### src/rtl/u8sd_pkg.sv
package u8sd_pkg;

   localparam int ByteW    = 8;
   localparam int CpW      = 21;
   localparam int CountW   = 3;
   localparam int MaxBytes = 4;

   localparam logic [CpW-1:0] ReplacementChar = 21'h00FFFD;

   typedef enum logic {
      ST_IDLE,
      ST_RUN
   } state_type;

   typedef logic [MaxBytes-1:0][ByteW-1:0] bytes_type;

   // Outcome of one decode step on the front of the byte window.
   typedef struct packed {
      logic              emit;
      logic [CpW-1:0]    code_point;
      logic              replaced;
      logic              run_end;
      logic [CountW-1:0] rem_count;
      bytes_type         rem_bytes;
   } step_type;

   // Sequence length that a lead byte announces; zero when it cannot lead.
   function automatic logic [CountW-1:0] lead_length(input logic [ByteW-1:0] b);
      logic [CountW-1:0] len;
      len = 3'd0;
      if ((b & 8'h80) == 8'h00) begin
         len = 3'd1;
      end else if ((b & 8'hE0) == 8'hC0) begin
         len = 3'd2;
      end else if ((b & 8'hF0) == 8'hE0) begin
         len = 3'd3;
      end else if ((b & 8'hF8) == 8'hF0) begin
         len = 3'd4;
      end
      return len;
   endfunction

endpackage

### src/rtl/u8sd_req_if.sv
interface u8sd_req_if;
   logic       valid;
   logic       ready;
   logic [7:0] byte_in;
   logic       string_last;

   modport source (output valid, output byte_in, output string_last, input ready);
   modport sink (input valid, input byte_in, input string_last, output ready);
endinterface

### src/rtl/u8sd_rsp_if.sv
interface u8sd_rsp_if;
   logic        valid;
   logic        ready;
   logic [20:0] code_point;
   logic        replaced;
   logic        string_end;
   logic        run_end;

   modport source (output valid, output code_point, output replaced, output string_end,
                   output run_end, input ready);
   modport sink (input valid, input code_point, input replaced, input string_end,
                 input run_end, output ready);
endinterface

### src/rtl/u8sd_step.sv
module u8sd_step (
   input  u8sd_pkg::bytes_type                window,
   input  logic [u8sd_pkg::CountW-1:0]        count,
   input  logic                               last,
   output u8sd_pkg::step_type                 step
);

   logic [u8sd_pkg::CountW-1:0] len;
   logic [u8sd_pkg::CountW-1:0] used;
   logic [u8sd_pkg::CountW-1:0] next_len;
   logic [u8sd_pkg::CountW-1:0] rem;
   logic [2:0]                  cont_ok;
   logic                        bad;
   u8sd_pkg::bytes_type         shifted;

   always_comb begin
      len = u8sd_pkg::lead_length(window[0]);
      for (int i = 1; i < u8sd_pkg::MaxBytes; i++) begin
         cont_ok[i-1] = (window[i] & 8'hC0) == 8'h80;
      end
      bad = (len >= 3'd2 && !cont_ok[0]) || (len >= 3'd3 && !cont_ok[1]) ||
            (len == 3'd4 && !cont_ok[2]);

      step.emit       = 1'b1;
      step.replaced   = 1'b1;
      step.code_point = u8sd_pkg::ReplacementChar;
      used            = 3'd1;

      if (len == 3'd1) begin
         step.replaced   = 1'b0;
         step.code_point = {13'd0, window[0]};
      end else if (len == 3'd0) begin
         used = 3'd1;
      end else if (count < len) begin
         // A short sequence waits for more bytes unless the string ends here,
         // in which case the whole tail becomes one replacement.
         if (last) begin
            used = count;
         end else begin
            step.emit = 1'b0;
            used      = 3'd0;
         end
      end else if (!bad) begin
         step.replaced = 1'b0;
         used          = len;
         case (len)
            3'd2: begin
               step.code_point = {10'd0, window[0][4:0], window[1][5:0]};
            end
            3'd3: begin
               step.code_point = {5'd0, window[0][3:0], window[1][5:0], window[2][5:0]};
            end
            default: begin
               step.code_point = {window[0][2:0], window[1][5:0], window[2][5:0],
                                  window[3][5:0]};
            end
         endcase
      end

      case (used)
         3'd1:    shifted = {8'h00, window[3:1]};
         3'd2:    shifted = {16'h0000, window[3:2]};
         3'd3:    shifted = {24'h000000, window[3]};
         3'd4:    shifted = '0;
         default: shifted = window;
      endcase

      rem      = count - used;
      next_len = u8sd_pkg::lead_length(shifted[0]);

      // The result is the last for this byte when nothing is left, or when
      // what is left is a sequence that must wait for more bytes.
      step.run_end   = (rem == 3'd0) ||
                       (!last && next_len >= 3'd2 && rem < next_len);
      step.rem_count = rem;
      step.rem_bytes = shifted;
   end

endmodule

### src/rtl/utf8_stream_decoder_top.sv
// A byte that is accepted is written into the held window; the shared decode step then
// registers its first code point onto the rsp channel once the channel can take a result,
// and registers each further code point it releases in turn. A byte is taken only in the idle
// state; no new byte is taken in the run state, which ends when a held byte must wait or the run ends.
// Reset clears the sequencer, the held-byte count and the result valid; held bytes and
// payload registers are left as they are.
module utf8_stream_decoder_top (
   input logic          clock,
   input logic          reset,
   u8sd_req_if.sink     req_chan,
   u8sd_rsp_if.source   rsp_chan
);

   u8sd_pkg::state_type               state_ff, state_in;
   u8sd_pkg::bytes_type               held_ff, held_in;
   logic [u8sd_pkg::CountW-1:0]       count_ff, count_in;
   logic                              last_ff, last_in;
   logic                              rsp_valid_ff, rsp_valid_in;
   logic [u8sd_pkg::CpW-1:0]          code_point_ff, code_point_in;
   logic                              replaced_ff, replaced_in;
   logic                              string_end_ff, string_end_in;
   logic                              run_end_ff, run_end_in;
   logic                              can_load;
   logic                              load_rsp;
   u8sd_pkg::step_type                step;

   u8sd_step u_step (
      .window (held_ff),
      .count  (count_ff),
      .last   (last_ff),
      .step   (step)
   );

   assign can_load = !rsp_valid_ff || rsp_chan.ready;

   always_comb begin
      state_in = state_ff;
      case (state_ff)
         u8sd_pkg::ST_IDLE: begin
            if (req_chan.valid) begin
               state_in = u8sd_pkg::ST_RUN;
            end
         end
         u8sd_pkg::ST_RUN: begin
            if (!step.emit || (can_load && step.run_end)) begin
               state_in = u8sd_pkg::ST_IDLE;
            end
         end
         default: begin
            state_in = u8sd_pkg::ST_IDLE;
         end
      endcase
   end

   always_comb begin
      held_in        = held_ff;
      count_in       = count_ff;
      last_in        = last_ff;
      load_rsp       = 1'b0;
      req_chan.ready = 1'b0;
      case (state_ff)
         u8sd_pkg::ST_IDLE: begin
            req_chan.ready = 1'b1;
            if (req_chan.valid) begin
               held_in[count_ff[1:0]] = req_chan.byte_in;
               count_in               = count_ff + 3'd1;
               last_in                = req_chan.string_last;
            end
         end
         u8sd_pkg::ST_RUN: begin
            if (step.emit && can_load) begin
               load_rsp = 1'b1;
               held_in  = step.rem_bytes;
               count_in = step.rem_count;
            end
         end
         default: begin
            req_chan.ready = 1'b0;
         end
      endcase

      rsp_valid_in  = load_rsp || (rsp_valid_ff && !rsp_chan.ready);
      code_point_in = load_rsp ? step.code_point : code_point_ff;
      replaced_in   = load_rsp ? step.replaced : replaced_ff;
      string_end_in = load_rsp ? (last_ff && step.run_end) : string_end_ff;
      run_end_in    = load_rsp ? step.run_end : run_end_ff;
   end

   always_ff @(posedge clock) begin
      if (reset) begin
         state_ff     <= u8sd_pkg::ST_IDLE;
         count_ff     <= '0;
         rsp_valid_ff <= 1'b0;
      end else begin
         state_ff     <= state_in;
         count_ff     <= count_in;
         rsp_valid_ff <= rsp_valid_in;
      end
   end

   always_ff @(posedge clock) begin
      held_ff       <= held_in;
      last_ff       <= last_in;
      code_point_ff <= code_point_in;
      replaced_ff   <= replaced_in;
      string_end_ff <= string_end_in;
      run_end_ff    <= run_end_in;
   end

   assign rsp_chan.valid      = rsp_valid_ff;
   assign rsp_chan.code_point = code_point_ff;
   assign rsp_chan.replaced   = replaced_ff;
   assign rsp_chan.string_end = string_end_ff;
   assign rsp_chan.run_end    = run_end_ff;

endmodule
### src/flat_wrapper.sv
// flat-port wrapper written by rule: the top's interface ports become plain ports
module utf8_stream_decoder_top_flat 
  (clock, reset, req_chan_valid, req_chan_byte_in, req_chan_string_last, req_chan_ready, rsp_chan_valid, rsp_chan_code_point, rsp_chan_replaced, rsp_chan_string_end, rsp_chan_run_end, rsp_chan_ready);
  u8sd_req_if req_chan_i ();
  u8sd_rsp_if rsp_chan_i ();
  input logic clock;
  input logic reset;
  input wire logic [$bits(req_chan_i.valid)-1:0] req_chan_valid;
  input wire logic [$bits(req_chan_i.byte_in)-1:0] req_chan_byte_in;
  input wire logic [$bits(req_chan_i.string_last)-1:0] req_chan_string_last;
  output wire logic [$bits(req_chan_i.ready)-1:0] req_chan_ready;
  output wire logic [$bits(rsp_chan_i.valid)-1:0] rsp_chan_valid;
  output wire logic [$bits(rsp_chan_i.code_point)-1:0] rsp_chan_code_point;
  output wire logic [$bits(rsp_chan_i.replaced)-1:0] rsp_chan_replaced;
  output wire logic [$bits(rsp_chan_i.string_end)-1:0] rsp_chan_string_end;
  output wire logic [$bits(rsp_chan_i.run_end)-1:0] rsp_chan_run_end;
  input wire logic [$bits(rsp_chan_i.ready)-1:0] rsp_chan_ready;
  assign req_chan_i.valid = req_chan_valid;
  assign req_chan_i.byte_in = req_chan_byte_in;
  assign req_chan_i.string_last = req_chan_string_last;
  assign req_chan_ready = req_chan_i.ready;
  assign rsp_chan_valid = rsp_chan_i.valid;
  assign rsp_chan_code_point = rsp_chan_i.code_point;
  assign rsp_chan_replaced = rsp_chan_i.replaced;
  assign rsp_chan_string_end = rsp_chan_i.string_end;
  assign rsp_chan_run_end = rsp_chan_i.run_end;
  assign rsp_chan_i.ready = rsp_chan_ready;
  utf8_stream_decoder_top u_core (.clock(clock), .reset(reset), .req_chan(req_chan_i), .rsp_chan(rsp_chan_i));
endmodule
### config.mk
export PLATFORM = sky130hd
export DESIGN_NAME = utf8_stream_decoder_top_flat
export DESIGN_NICKNAME = d
export VERILOG_FILES = /design/src/rtl/u8sd_pkg.sv /design/src/rtl/u8sd_req_if.sv /design/src/rtl/u8sd_rsp_if.sv /design/src/rtl/u8sd_step.sv /design/src/rtl/utf8_stream_decoder_top.sv /design/src/flat_wrapper.sv
export SDC_FILE = /design/constraint.sdc
export NUM_CORES = 1
export LEC_CHECK = 0
export ABC_AREA = 1
export BUFFER_PORTS_ARGS = -buffer_cell sky130_fd_sc_hd__buf_2
export CAP_MARGIN = 10
export CORE_MARGIN = 10
export CORE_UTILIZATION = 50
export CTS_CLUSTER_DIAMETER = 60
export CTS_CLUSTER_SIZE = 16
export DETAILED_ROUTE_END_ITERATION = 10
export PLACE_DENSITY_LB_ADDON = 0.2
export REMOVE_ABC_BUFFERS = 1
export SYNTH_ARGS = -nofsm -noshare
export SYNTH_HDL_FRONTEND = slang
export SYNTH_HIERARCHICAL = 1
export SYNTH_SLANG_ARGS = --single-unit
### constraint.sdc
create_clock -name clock -period 4.3 [get_ports clock]
set_input_delay 0.645 -clock clock [delete_from_list [all_inputs] [get_ports clock]]
set_output_delay 0.645 -clock clock [all_outputs]
set_load 0.05 [all_outputs]
== Word-level counts from Yosys, hierarchy flattened ==
Cells that the tools add are included.

* Register bits after elaboration: 62
* Output and inout bits: 26
* Logic and storage cells: 113

* $add $sub $neg: 2
* $lt $le $gt $ge: 7
* Equality and inequality tests: 20
* Mux-type cells: 37
* Bitwise logic cells: 1
* Reduce and logical (&&, ||, !) cells: 31

{| class="wikitable"
|+ Operators with widths
! operator !! count
|-
| one-hot mux 32 bit (4 select lines) || 1
|-
| 2-to-1 mux 32 bit || 2
|-
| one-hot mux 32 bit (2 select lines) || 1
|-
| 2-to-1 mux 3 bit || 15
|-
| 2-to-1 mux 22 bit || 2
|-
| one-hot mux 21 bit (2 select lines) || 1
|-
| bitwise mux 32 bit || 1
|-
| 2-to-1 mux 23 bit || 1
|-
| demux 8 bit (select 2 bit) || 1
|-
| logical NOT 8 bit || 2
|-
| == test 3 x 2 -> 1 bit (second input constant) || 4
|-
| == test 3 bit (second input constant) || 4
|-
| == test 5 bit (second input constant) || 2
|-
| logical AND 1 bit || 10
|-
| >= comparator 3 x 2 -> 1 bit (second input constant) || 3
|-
| 2-to-1 mux 9 bit || 1
|-
| == test 4 bit (second input constant) || 2
|-
| 2-to-1 mux 1 bit || 8
|-
| 2-to-1 mux 8 bit || 1
|-
| logical NOT 1 bit || 7
|-
| == test 2 bit (second input constant) || 3
|-
| == test 3 x 1 -> 1 bit (second input constant) || 2
|-
| logical NOT 3 bit || 2
|-
| logical OR 1 bit || 6
|-
| 13 further kinds || 16
|}

== Longest topological paths before layout ==
Gate-level depths: netlist (run 1).

* Depth in word-level cells: 28
* Gate-level depth with buffers: 30
* Gate-level depth less buffers: 29

== By module ==
The synthesis (run 1) kept the hierarchy.

{| class="wikitable"
|+ By module, submodules not included
! module !! instances !! cells each !! area each (µm²) !! sequential area each (µm²)
|-
| utf8_stream_decoder_top || 1 || 202 || 2497.4 || 1811.7
|-
| u8sd_step || 1 || 306 || 1594.0 || 0.0
|}

== Least setup slack after synthesis (run 1) ==
Ideal clock, no wire load.

* Kind: flip-flop to flip-flop
* Start point: register u_core/held_ff[4] in the netlist's numbering
* End point: register u_core.state_ff
* Library setup time: 0.116 ns
* Arrival: 3.972 ns
* Data required time: 4.184 ns
* Setup slack: 0.212 ns
* Stages on the path, launching flop included: 23
* Period minus slack after synthesis: 4.088 ns
* Path through: edfxtp_1 > nand2_1 > inv_2 > nor2_1 > inv_1 > clkbuf_1 > ha_1 > a21oi_1 > nand2_4 > nand2_1 > nand3_4 > ha_1 > fa_1 > xor2_1 > xnor2_1 > ha_1 > a211o_1 > a21oi_1 > nand2_1 > nand2_1 > nand2_1 > nand2_1 > a21oi_1

{| class="wikitable"
|+ RTL lines
! element !! line !! RTL
|-
| start, declared || utf8_stream_decoder_top.sv:15 || <nowiki>u8sd_pkg::bytes_type held_ff, held_in;</nowiki>
|-
| start signal, assigned || utf8_stream_decoder_top.sv:102 || <nowiki>held_ff <= held_in;</nowiki>
|-
| end signal, assigned || utf8_stream_decoder_top.sv:91 || <nowiki>state_ff <= u8sd_pkg::ST_IDLE;</nowiki>
|-
| end signal, assigned || utf8_stream_decoder_top.sv:95 || <nowiki>state_ff <= state_in;</nowiki>
|-
| end, declared || utf8_stream_decoder_top.sv:14 || <nowiki>u8sd_pkg::state_type state_ff, state_in;</nowiki>
|}

==> reports/metrics.csv, run 1 <==
metric,value,unit
clock slew seen by the registers of the worst setup and hold paths,0.08,ns
post-layout net count,570,
total clock buffers created by CTS,9,
multiplexer share of the synthesized area,0,%
antenna cell count,0,
Leak,2.06,nW
kind of end point of the critical path,flip-flop,
upper clock frequency limit,0.253,GHz
result of the run,"complete, no violations",
number of antenna violations at the first check in global routing,0,
GRT Resource Usage Total,16.5,%
gate family responsible for the most delay along the worst path,adder cells,
most frequent cells in the layout,"131 x sky130_fd_sc_hd__nand2_1, 78 x sky130_fd_sc_hd__inv_1, 57 x sky130_fd_sc_hd__edfxtp_1, 39 x sky130_fd_sc_hd__o21ai_0, 38 x sky130_fd_sc_hd__buf_2",
summed instance area of the synthesized netlist,4090,µm²
final max-slew violation count,0,
IO Port Bufs,38,
post-synthesis average cell area,8.05,µm²
largest buffer count on any clock path,2,
number of buffers added for setup after CTS,0,
vias in the first global route,3379,
Compound-Gate Fraction of Synth Area,15.3,%
placeable core region,7850,µm²
Detailed Routing Iterations Pass 1,7,
Synth Area in Adders,3.55,%
fraction of final layout cells with drive strength greater than 1,18.0,%
CTS sink count,62,
worst skew pair latency,0.34,ns
Boundary Pins,39,
total negative slack,0,ns
shortest period the worst path allows,3.96,ns
number of warning messages in the yosys log,6,
cells after synthesis,508,
Most Frequent Cell on Critical Path,sky130_fd_sc_hd__nand2_1,
fraction of power consumed by the clock network,15.0,%
most frequent standard cell in the layout excluding fill and tap cells,sky130_fd_sc_hd__nand2_1,
"flops & latches, synth",62,
worst hold-check slack,0.476,ns
worst slew slack as a fraction of its limit,34.4,%
Die Height,110,µm
internal power,0.00172,W
final critical-path share of the clock period,92.0,%
Die Area,12200,µm²
nature of the critical path startpoint,flip-flop,
Horiz. Die Dim,110,µm
overall power consumption,0.00342,W
Pwr Density,756,nW/µm²
initial core utilization,52.1,%
Root Buffer,sky130_fd_sc_hd__clkbuf_8,
maximum cell stage delay along the critical path,0.45,ns
first-pass GRT wire length,17000,µm
DRC errors left,0,
initial drt markers,316,
"Remaining Overflow, GRT",0,
vias per std cell,5.53,
fill count,709,
worst voltage drop across the vdd grid,257,µV
final number of setup-violating endpoints,0,
simple-gate share of the synthesized area,24.9,%
# hold bufs at CTS,0,
number of rows in the core area,32,
net switching fraction of the power,49.8,%
XOR/XNOR share of the synthesized area,0.428,%
actual transition at the worst max-transition pin,0.984,ns
net switching power figure,0.00170,W
gp weighted congestion,0.948,
maximum number of pins on one net before global-route repair,40,
clock tree skew after final layout,0.00771,ns
count of cell types in the netlist,34,
quantity of gates resized following cts,0,
required arrival time at the worst endpoint,4.54,ns
Worst Path Max Fanout,8,
Fin. Hold Viols,0,
final HPWL from detailed placement,7760,µm
remaining antenna violation count,0,
buffers and inverters on the worst path,3,
type of the most critical hold path,input pin to flip-flop,
combinational share of power,55.4,%
detailed-route wire length,10300,µm
slowest CP cell,sky130_fd_sc_hd__edfxtp_1,
Critical Path AT,4.20,ns
clock tree from TritonCTS,done,
number of H-tree branching levels,3,
proportion of power drawn by flip-flops and latches,29.6,%
ordered cell list for the critical path,nand2_1 -> inv_2 -> nor2_1 -> inv_1 -> ha_1 -> nand2_1 -> inv_1 -> nand2_2 -> nand2_4 -> nand2_1 -> nand3_4 -> ha_1 -> fa_1 -> xor2_1 -> xnor2_1 -> ha_1 -> a211o_1 -> a21oi_1 -> nand2_1 -> nand2_1 -> nand2_1 -> nand2_1 -> a21oi_1,
largest family of logic cells by synthesized area,simple AND/OR/NAND/NOR gates,
number of max-cap violations,0,
category of the most critical setup path,flip-flop to flip-flop,
unrepaired setup endpoints after global routing,no,
growth of design area from synthesis to finish,10.7,%
via count,3610,
internal reg-to-reg setup slack,0.34,ns
portion of the post-synthesis area used by sequential elements,44.3,%
post-detailed-route wirelength per cell,15.8,µm
## worst reg2reg max path: stages (launching register included)
cell,delay (ns)
sky130_fd_sc_hd__edfxtp_1,0.45
sky130_fd_sc_hd__nand2_1,0.13
sky130_fd_sc_hd__inv_2,0.05
sky130_fd_sc_hd__nor2_1,0.12
sky130_fd_sc_hd__inv_1,0.08
sky130_fd_sc_hd__ha_1,0.27
sky130_fd_sc_hd__nand2_1,0.07
sky130_fd_sc_hd__inv_1,0.05
sky130_fd_sc_hd__nand2_2,0.10
sky130_fd_sc_hd__nand2_4,0.09
sky130_fd_sc_hd__nand2_1,0.12
sky130_fd_sc_hd__nand3_4,0.15
sky130_fd_sc_hd__ha_1,0.25
sky130_fd_sc_hd__fa_1,0.38
sky130_fd_sc_hd__xor2_1,0.16
sky130_fd_sc_hd__xnor2_1,0.31
sky130_fd_sc_hd__ha_1,0.31
sky130_fd_sc_hd__a211o_1,0.29
sky130_fd_sc_hd__a21oi_1,0.11
sky130_fd_sc_hd__nand2_1,0.07
sky130_fd_sc_hd__nand2_1,0.12
sky130_fd_sc_hd__nand2_1,0.07
sky130_fd_sc_hd__nand2_1,0.06
sky130_fd_sc_hd__a21oi_1,0.05
## metal layers
layer	routed length, µm	vias to the layer above	global-route usage, %	share of wire [%]
met2	4570	168	24.8	44
met1	4720	1657	22.4	46
met4	184	0	6.65	1.8
met5	0	-	0	0
li1	-	1770	-	-
met3	852	15	3.62	8.3
## power by group through the flow
stage / Clock (W) / Combinational [W] / Sequential [W]
2_1_floorplan: 0 / 0.00118 / 0.00124
3_3_place_gp: 0 / 0.00182 / 0.00102
3_5_place_dp: 0 / 0.00185 / 0.00102
4_1_cts: 0.000522 / 0.00186 / 0.00101
5_1_grt: 0.000551 / 0.00210 / 0.00103
6_report: 0.000514 / 0.00190 / 0.00101
## state kept, by name, summed over array words and instances (netlist names)
signal / flops
u_core/state_ff: 1
u_core/rsp_chan.run_end: 1
u_core/rsp_chan.replaced: 1
u_core/count_ff: 3
u_core/rsp_chan.code_point: 21
u_core/held_ff: 32
u_core/last_ff: 1
u_core/rsp_chan.string_end: 1
u_core/rsp_chan.valid: 1
## cell type report
cell class | instances | area, µm² | area share, %
multi-input cells | 341 | 1810 | 40.0
flip-flops and latches | 62 | 1810 | 40.0
inverters | 88 | 344 | 7.60
repair buffers | 44 | 235 | 5.19
well taps | 102 | 128 | 2.82
clock buffers | 9 | 124 | 2.73
clock inverters | 7 | 73.8 | 1.63
## logic make-up (layout without fill, tap and decap cells)
group                    count (synthesis)  in the layout
adder cells (fa/ha/maj)                 11             11
XOR/XNOR                                 2              2
buffers and inverters                  105            148
AND/OR/NAND/NOR                        218            218
flip-flops                              62             62
AO/OA/AOI/OAI                          110            110
## path summary, 6_finish.rpt
check                        from                             to  cells after the start
max             u_core/held_ff[5]                u_core/state_ff                     23
min          req_chan_string_last                 u_core/last_ff                      1
max reg2reg     u_core/held_ff[5]                u_core/state_ff                     23
min reg2reg     u_core/held_ff[0]  u_core/rsp_chan.code_point[0]                      2
## cell usage after synthesis
cell type	count	share of area [%]
sky130_fd_sc_hd__dfxtp_1	5	2.4
sky130_fd_sc_hd__nand2_2	6	0.92
sky130_fd_sc_hd__fa_1	1	0.49
sky130_fd_sc_hd__buf_1	1	0.092
sky130_fd_sc_hd__buf_4	2	0.37
sky130_fd_sc_hd__inv_4	3	0.46
sky130_fd_sc_hd__nand3_1	14	1.7
sky130_fd_sc_hd__nor3_1	6	0.73
sky130_fd_sc_hd__edfxtp_1	57	42
sky130_fd_sc_hd__nor2_1	29	2.7
sky130_fd_sc_hd__o22ai_1	24	3.7
sky130_fd_sc_hd__buf_6	6	1.7
sky130_fd_sc_hd__a21oi_1	21	2.6
sky130_fd_sc_hd__nand3_4	2	0.86
sky130_fd_sc_hd__clkbuf_1	4	0.37
sky130_fd_sc_hd__xnor2_1	1	0.21
sky130_fd_sc_hd__buf_2	3	0.37
sky130_fd_sc_hd__nor2_2	9	1.4
sky130_fd_sc_hd__o21ai_1	11	1.3
sky130_fd_sc_hd__o221ai_1	6	1.3
sky130_fd_sc_hd__nand2_4	8	2.2
sky130_fd_sc_hd__ha_1	10	3.1
sky130_fd_sc_hd__nand2_1	131	12
sky130_fd_sc_hd__inv_2	6	0.55
sky130_fd_sc_hd__nand4_1	9	1.4
sky130_fd_sc_hd__inv_1	78	7.2
sky130_fd_sc_hd__a211o_1	1	0.21
sky130_fd_sc_hd__xor2_1	1	0.21
sky130_fd_sc_hd__a22oi_1	8	1.5
sky130_fd_sc_hd__nand3_2	1	0.24
sky130_fd_sc_hd__buf_8	1	0.37
sky130_fd_sc_hd__o21ai_0	39	4.8
sky130_fd_sc_hd__nor2_4	3	0.83
sky130_fd_sc_hd__clkinv_2	1	0.12
## stage by stage
stage	std cells	cell area, µm²	util, %	setup slack (ns)
6_report	653	4530	57.7	0.342
5_1_grt	653	4530	57.7	0.00746
4_1_cts	653	4520	57.6	0.224
3_5_place_dp	637	4320	55.1	0.256
3_3_place_gp	637	4320	55.1	0.369
2_1_floorplan	491	3960	-	0.0755
(Power assumes the default switching activity.)
==> run 2, diff against run 1 <==
clock period = 3.4 ns   (was 4.3 ns; I/O delays follow)
==> run 2 against run 1 <==
Compared with the run above: the flow now finishes with violations (negative setup slack); critical path depth increased by 4; core utilization increased by 7.7 points; hold slack got worse by 0.14 ns; via count increased by 6.6%; clock-buffer cell count unchanged; register-to-register slack got worse by 0.37 ns; non-clock buffer count increased by 56; worst setup slack got worse by 0.37 ns; maximum frequency increased by 16%; combinational power increased by 67%; first-iteration DRC count increased by 11%; largest cell class unchanged; highest routed layer unchanged.
==> reports/metrics.csv, run 2 (synthesis results as in run 1) <==
metric,value,unit,change
max reg flops,32,,unchanged
antenna cell count,0,,unchanged
DRC errors left,0,,unchanged
multi-input logic area,1980,µm²,+9.2%
most frequent cells in the layout,"113 x sky130_fd_sc_hd__nand2_1, 76 x sky130_fd_sc_hd__inv_1, 59 x sky130_fd_sc_hd__buf_4, 57 x sky130_fd_sc_hd__edfxtp_1, 39 x sky130_fd_sc_hd__o21ai_0",,
overall power consumption,0.00511,W,+49%
type of the most critical hold path,input pin to flip-flop,,
worst slew slack as a fraction of its limit,48.5,%,+14 points
via count,3849,,+6.6%
clock slew seen by the registers of the worst setup and hold paths,0.07,ns,about the same
result of the run,"finished, violations left",,
Worst Path Max Fanout,5,,-3
setup slack of the critical path after layout,-0.0250,ns,-0.367 ns
final max-slew violation count,0,,unchanged
CTS sink count,62,,unchanged
remaining antenna violation count,0,,unchanged
cell count of the worst hold path,1,,unchanged
internal power,0.00269,W,+56%
total negative slack,-0.0250,ns,-0.0250 ns
clock tree from TritonCTS,done,,
"Remaining Overflow, GRT",0,,unchanged
Hold EP,u_core/last_ff,,
initial drt markers,350,,+11%
number of max-cap violations,0,,unchanged
Fin. Hold Viols,0,,unchanged
Worst Min Path Start,req_chan_string_last,,
Largest Register,u_core/held_ff,,
first-pass GRT wire length,18400,µm,+8.3%
violations in the final reports,negative setup slack,,
kind of end point of the critical path,flip-flop,,
total clock buffers created by CTS,9,,unchanged
# hold bufs at CTS,0,,unchanged
Leak,2.37,nW,+15%
internal reg-to-reg setup slack,-0.03,ns,-0.37 ns
detailed-route wire length,11400,µm,+11%
post-detailed-route wirelength per cell,16.1,µm,+2.1%
post-layout net count,626,,+9.8%
Boundary Pins,39,,unchanged
fin cells,709,,+8.6%
clock tree skew after final layout,0.00620,ns,-0.00151 ns
combinational share of power,62.3,%,+6.9 points
number of antenna violations at the first check in global routing,0,,unchanged
worst r2r path cells,27,,+17%
IO Port Bufs,38,,unchanged
number of rows in the core area,32,,unchanged
worst voltage drop across the vdd grid,358,µV,+39%
maximum number of pins on one net before global-route repair,38,,-5.0%
fraction of final layout cells with drive strength greater than 1,31.1,%,+13 points
Critical Path AT,3.67,ns,-0.53 ns
RR Endpoint,u_core/state_ff,,
storage element area,1810,µm²,unchanged
growth of design area from synthesis to finish,25.5,%,
final HPWL from detailed placement,8350,µm,+7.6%
worst hold-check slack,0.339,ns,-0.137 ns
fill count,683,,-3.7%
unrepaired setup endpoints after global routing,yes,,
number of H-tree branching levels,3,,unchanged
worst skew pair latency,0.35,ns,about the same
GRT Resource Usage Total,18.0,%,+1.5 points
Post-Place Cells,682,,+7.1%
initial core utilization,52.1,%,unchanged
required arrival time at the worst endpoint,3.64,ns,-0.90 ns
FF-to-FF Start,u_core/held_ff[5],,
Detailed Routing Iterations Pass 1,6,,-1
category of the most critical setup path,flip-flop to flip-flop,,
fraction of power consumed by the clock network,12.9,%,-2.1 points
vias per std cell,5.43,,-1.8%
gp weighted congestion,0.917,,-3.3%
nature of the critical path startpoint,flip-flop,,
proportion of power drawn by flip-flops and latches,24.9,%,-4.7 points
shortest period the worst path allows,3.43,ns,-0.533 ns
Die Height,110,µm,unchanged
net switching fraction of the power,47.4,%,-2.4 points
most frequent standard cell in the layout excluding fill and tap cells,sky130_fd_sc_hd__nand2_1,,
placeable core region,7850,µm²,unchanged
Die Area,12200,µm²,unchanged
Root Buffer,sky130_fd_sc_hd__clkbuf_8,,
final critical-path share of the clock period,101,%,+8.7 points
net switching power figure,0.00242,W,+42%
vias in the first global route,3631,,+7.5%
upper clock frequency limit,0.292,GHz,+16%
final number of setup-violating endpoints,1,,+1
actual transition at the worst max-transition pin,0.770,ns,-0.214 ns
Horiz. Die Dim,110,µm,unchanged
largest buffer count on any clock path,2,,unchanged
Pwr Density,996,nW/µm²,+32%
worst slack after detailed placement,-0.181,ns,-0.437 ns
-- run 2: cell count changes in the layout (fill, tap and decap cells not counted), moves of 3 or more --
cell,previous run,this run
sky130_fd_sc_hd__nand3_1,14,11
sky130_fd_sc_hd__nand2_1,131,113
sky130_fd_sc_hd__buf_4,6,59
sky130_fd_sc_hd__ha_1,10,7
sky130_fd_sc_hd__nor2_1,29,25
sky130_fd_sc_hd__nand2_4,8,13
sky130_fd_sc_hd__nor2_4,3,7
sky130_fd_sc_hd__nand2_2,6,19
-- run 2: cell type report --
type / instances / share of cell area (%)
multi-input cells: 341 / 38.6
flip-flops and latches: 62 / 35.3
repair buffers: 100 / 13.2
inverters: 88 / 6.70
well taps: 102 / 2.48
clock buffers: 9 / 2.41
clock inverters: 7 / 1.41
-- run 2: worst max path at each step --
stage	start	endpoint	slack [ns]	cells past startpoint
final	u_core/held_ff[5]	u_core/state_ff	-0.03	27
after global routing	u_core/held_ff[4]	u_core/state_ff	-0.21	28
after detailed placement	u_core/held_ff[4]	u_core/state_ff	-0.18	23
after global placement	u_core/held_ff[4]	u_core/state_ff	-0.06	27
after floorplan	u_core/held_ff[7]	u_core/state_ff	-0.82	20
after CTS	u_core/held_ff[6]	u_core/state_ff	-0.004	26
-- run 2: per-stage QoR --
stage	instance area, µm²	util (%)
after floorplan	3960	-
after global placement	4670	59.6
after detailed placement	4670	59.6
after CTS	4990	63.5
after global routing	5140	65.4
final	5140	65.4
-- run 2: what timing repair did --
item	CTS	global route
buffers inserted	8	3
hold endpoints to repair	0	0
gates resized for setup	18	31
setup endpoints to repair	3	4
pin swaps	10	12
-- run 2: power groups by stage --
stage / sequential [W] / combinational, W / clock [W]
detailed placement: 0.00128 / 0.00276 / 0
finish: 0.00127 / 0.00318 / 0.000657
global placement: 0.00127 / 0.00271 / 0
CTS: 0.00127 / 0.00294 / 0.000665
floorplan: 0.00156 / 0.00149 / 0
global route: 0.00129 / 0.00346 / 0.000702
-- run 2: layer usage --
layer  global-route usage, %  part of all wire [%]
met1                    24.3                    44
met2                    28.0                    47
met4                    5.96                   2.1
met5                       0                     0
met3                    3.67                   7.0
-- run 2: critical path, stage by stage (launching register included) --
cell and delay (ns):
sky130_fd_sc_hd__edfxtp_1 0.42, sky130_fd_sc_hd__nand2_2 0.12, sky130_fd_sc_hd__inv_4 0.06, sky130_fd_sc_hd__nor2_4 0.09, sky130_fd_sc_hd__inv_2 0.06, sky130_fd_sc_hd__ha_4 0.26
sky130_fd_sc_hd__nand2_2 0.05, sky130_fd_sc_hd__inv_2 0.07, sky130_fd_sc_hd__nand2_4 0.06, sky130_fd_sc_hd__nand2_4 0.09, sky130_fd_sc_hd__buf_12 0.13, sky130_fd_sc_hd__nand2_4 0.06
sky130_fd_sc_hd__nand2_2 0.08, sky130_fd_sc_hd__nand4_1 0.17, sky130_fd_sc_hd__nand2_2 0.18, sky130_fd_sc_hd__inv_4 0.08, sky130_fd_sc_hd__nand2_4 0.07, sky130_fd_sc_hd__nor2_4 0.04
sky130_fd_sc_hd__nor2_4 0.12, sky130_fd_sc_hd__nand4_1 0.10, sky130_fd_sc_hd__ha_1 0.31, sky130_fd_sc_hd__a211o_1 0.28, sky130_fd_sc_hd__a21oi_2 0.11, sky130_fd_sc_hd__nand2_1 0.08
sky130_fd_sc_hd__nand2_2 0.08, sky130_fd_sc_hd__nand2_1 0.05, sky130_fd_sc_hd__nand2_1 0.06, sky130_fd_sc_hd__a21oi_1 0.05
==> run 3, diff against run 2 <==
CORE_UTILIZATION = 30   (was 50)
==> run 3 against run 2 <==
Compared with the run above: the flow still finishes with violations (negative setup slack); first-iteration DRC count down 1.4%; cell area up 3.8%; clock skew up 0.0023 ns; global-route usage down 4.7 points; sequential cell count unchanged; via count down 0.49%; die area up 53%; worst setup slack worse by 0.033 ns; non-clock buffer count up 5; largest cell class unchanged.
==> reports/metrics.csv, run 3 (synthesis results as in run 1) <==
metric,value,unit,change
Leak,2.43,nW,+2.7%
overall power consumption,0.00539,W,+5.5%
internal power,0.00295,W,+9.7%
worst slew slack as a fraction of its limit,71.3,%,+23 points
proportion of power drawn by flip-flops and latches,23.6,%,-1.3 points
GRT Resource Usage Total,13.3,%,-4.7 points
Detailed Routing Iterations Pass 1,5,,-1
violations in the final reports,negative setup slack,,
kind of end point of the critical path,flip-flop,,
unrepaired setup endpoints after global routing,yes,,
worst slack after detailed placement,-0.203,ns,-0.0220 ns
fraction of power consumed by the clock network,18.6,%,+5.7 points
vias per std cell,4.86,,-10%
Die Area,18700,µm²,+53%
remaining antenna violation count,0,,unchanged
Critical Path AT,3.68,ns,about the same
Horiz. Die Dim,137,µm,+24%
Worst Path Max Fanout,7,,+2
clock tree skew after final layout,0.00853,ns,+0.00233 ns
total clock buffers created by CTS,9,,unchanged
worst hold-check slack,0.354,ns,+0.0149 ns
post-layout net count,631,,+0.80%
category of the most critical setup path,flip-flop to flip-flop,,
final max-slew violation count,0,,unchanged
result of the run,"finished, violations left",,
net switching power figure,0.00244,W,+0.74%
final HPWL from detailed placement,9030,µm,+8.1%
most frequent standard cell in the layout excluding fill and tap cells,sky130_fd_sc_hd__nand2_1,,
Die Height,137,µm,+24%
initial drt markers,345,,-1.4%
final critical-path share of the clock period,102,%,+0.98 points
clock slew seen by the registers of the worst setup and hold paths,0.05,ns,-0.02 ns
number of max-cap violations,0,,unchanged
worst skew pair latency,0.34,ns,about the same
fill count,1344,,+97%
most frequent cells in the layout,"117 x sky130_fd_sc_hd__nand2_1, 76 x sky130_fd_sc_hd__inv_1, 65 x sky130_fd_sc_hd__buf_4, 57 x sky130_fd_sc_hd__edfxtp_1, 39 x sky130_fd_sc_hd__o21ai_0",,
max reg flops,32,,unchanged
shortest period the worst path allows,3.46,ns,+0.0332 ns
net switching fraction of the power,45.3,%,-2.1 points
vias in the first global route,3638,,+0.19%
clock tree from TritonCTS,done,,
required arrival time at the worst endpoint,3.62,ns,-0.02 ns
Fin. Hold Viols,0,,unchanged
gp weighted congestion,0.898,,-2.0%
post-detailed-route wirelength per cell,15.8,µm,-2.3%
combinational share of power,57.8,%,-4.5 points
DRC errors left,0,,unchanged
number of H-tree branching levels,3,,unchanged
setup slack of the critical path after layout,-0.0582,ns,-0.0332 ns
number of antenna violations at the first check in global routing,0,,unchanged
nature of the critical path startpoint,flip-flop,,
IO Port Bufs,38,,unchanged
fraction of final layout cells with drive strength greater than 1,30.6,%,-0.58 points
Pwr Density,1010,nW/µm²,+1.6%
Largest Register,u_core/held_ff,,
placeable core region,13300,µm²,+69%
via count,3830,,-0.49%
first-pass GRT wire length,19200,µm,+4.8%
maximum cell stage delay along the critical path,0.39,ns,-0.03 ns
slowest CP cell,sky130_fd_sc_hd__edfxtp_1,,
Boundary Pins,39,,unchanged
Most Frequent Cell on Critical Path,sky130_fd_sc_hd__nand2_1,,
growth of design area from synthesis to finish,30.3,%,
initial core utilization,30.8,%,-21 points
antenna cell count,0,,unchanged
type of the most critical hold path,input pin to flip-flop,,
final number of setup-violating endpoints,1,,unchanged
worst voltage drop across the vdd grid,397,µV,+11%
maximum number of pins on one net before global-route repair,40,,+5.3%
# hold bufs at CTS,0,,unchanged
upper clock frequency limit,0.289,GHz,-0.96%
actual transition at the worst max-transition pin,0.429,ns,-0.341 ns
"Remaining Overflow, GRT",0,,unchanged
detailed-route wire length,12400,µm,+8.6%
Root Buffer,sky130_fd_sc_hd__clkbuf_16,,
largest buffer count on any clock path,2,,unchanged
number of rows in the core area,42,,+31%
CTS sink count,62,,unchanged
-- run 3: changes by cell type in the layout (fill, tap and decap cells not counted), sizes merged --
cell,change
buf,+5
bufinv,+1
clkinv,-1
-- run 3: what timing repair did --
item / CTS / global route
buffers inserted: 10 / 4
gates resized for setup: 28 / 10
pin swaps: 26 / 8
endpoints found under the setup margin: 3 / 3
-- run 3: power by group through the flow --
stage | Clock, W | Combinational (W) | Sequential [W]
4_1_cts | 0.00102 | 0.00303 | 0.00127
2_1_floorplan | 0 | 0.00149 | 0.00156
3_5_place_dp | 0 | 0.00279 | 0.00128
5_1_grt | 0.00105 | 0.00341 | 0.00129
3_3_place_gp | 0 | 0.00277 | 0.00127
6_report | 0.00100 | 0.00312 | 0.00127
-- run 3: path summary, 6_finish.rpt --
kind | endpoint | cells past startpoint | slack [ns] | startpoint
worst min-delay path | u_core/last_ff | 1 | 0.35 | req_chan_string_last
worst max-delay path | u_core/state_ff | 25 | -0.06 | u_core/held_ff[6]
worst max register to register | u_core/state_ff | 25 | -0.06 | u_core/held_ff[6]
worst min register to register | u_core/rsp_chan.valid | 2 | 0.57 | u_core/rsp_chan.valid
-- run 3: area by class of cell --
class | instances | area [µm²] | area share [%]
inverter | 88 | 344 | 6.45
clock inverter | 7 | 96.3 | 1.81
multi-input combinational | 341 | 1930 | 36.3
tap | 176 | 220 | 4.13
sequential | 62 | 1810 | 34.0
timing repair buffer | 105 | 701 | 13.1
clock buffer | 9 | 225 | 4.22
-- run 3: routing by layer --
layer	global-route usage (%)	vias up	share of wire, %
met4	5.68	0	2.4
li1	-	1892	-
met2	20.6	116	45
met3	3.37	19	5.8
met1	17.2	1803	47
met5	0	-	0
-- run 3: per-stage QoR --
| step | setup TNS (ns) | instances | util (%) | cell area [µm²] |
|---|---|---|---|---|
| 4_1_cts | -0.0241 | 784 | 39.6 | 5270 |
| 3_5_place_dp | -0.492 | 758 | 35.9 | 4770 |
| 2_1_floorplan | -2.47 | 491 | - | 3960 |
| 6_report | -0.0582 | 788 | 40.1 | 5330 |
| 5_1_grt | -0.630 | 788 | 40.1 | 5330 |
| 3_3_place_gp | -0.280 | 758 | 35.9 | 4770 |
-- run 3: critical path: cells and delay by family (launching register included) --
kind                     cells  cell delay [ns]
buffers and inverters        2             0.26
flip-flops                   1             0.39
adder cells (fa/ha/maj)      2             0.61
AND/OR/NAND/NOR             17             1.55
AO/OA/AOI/OAI                4             0.49
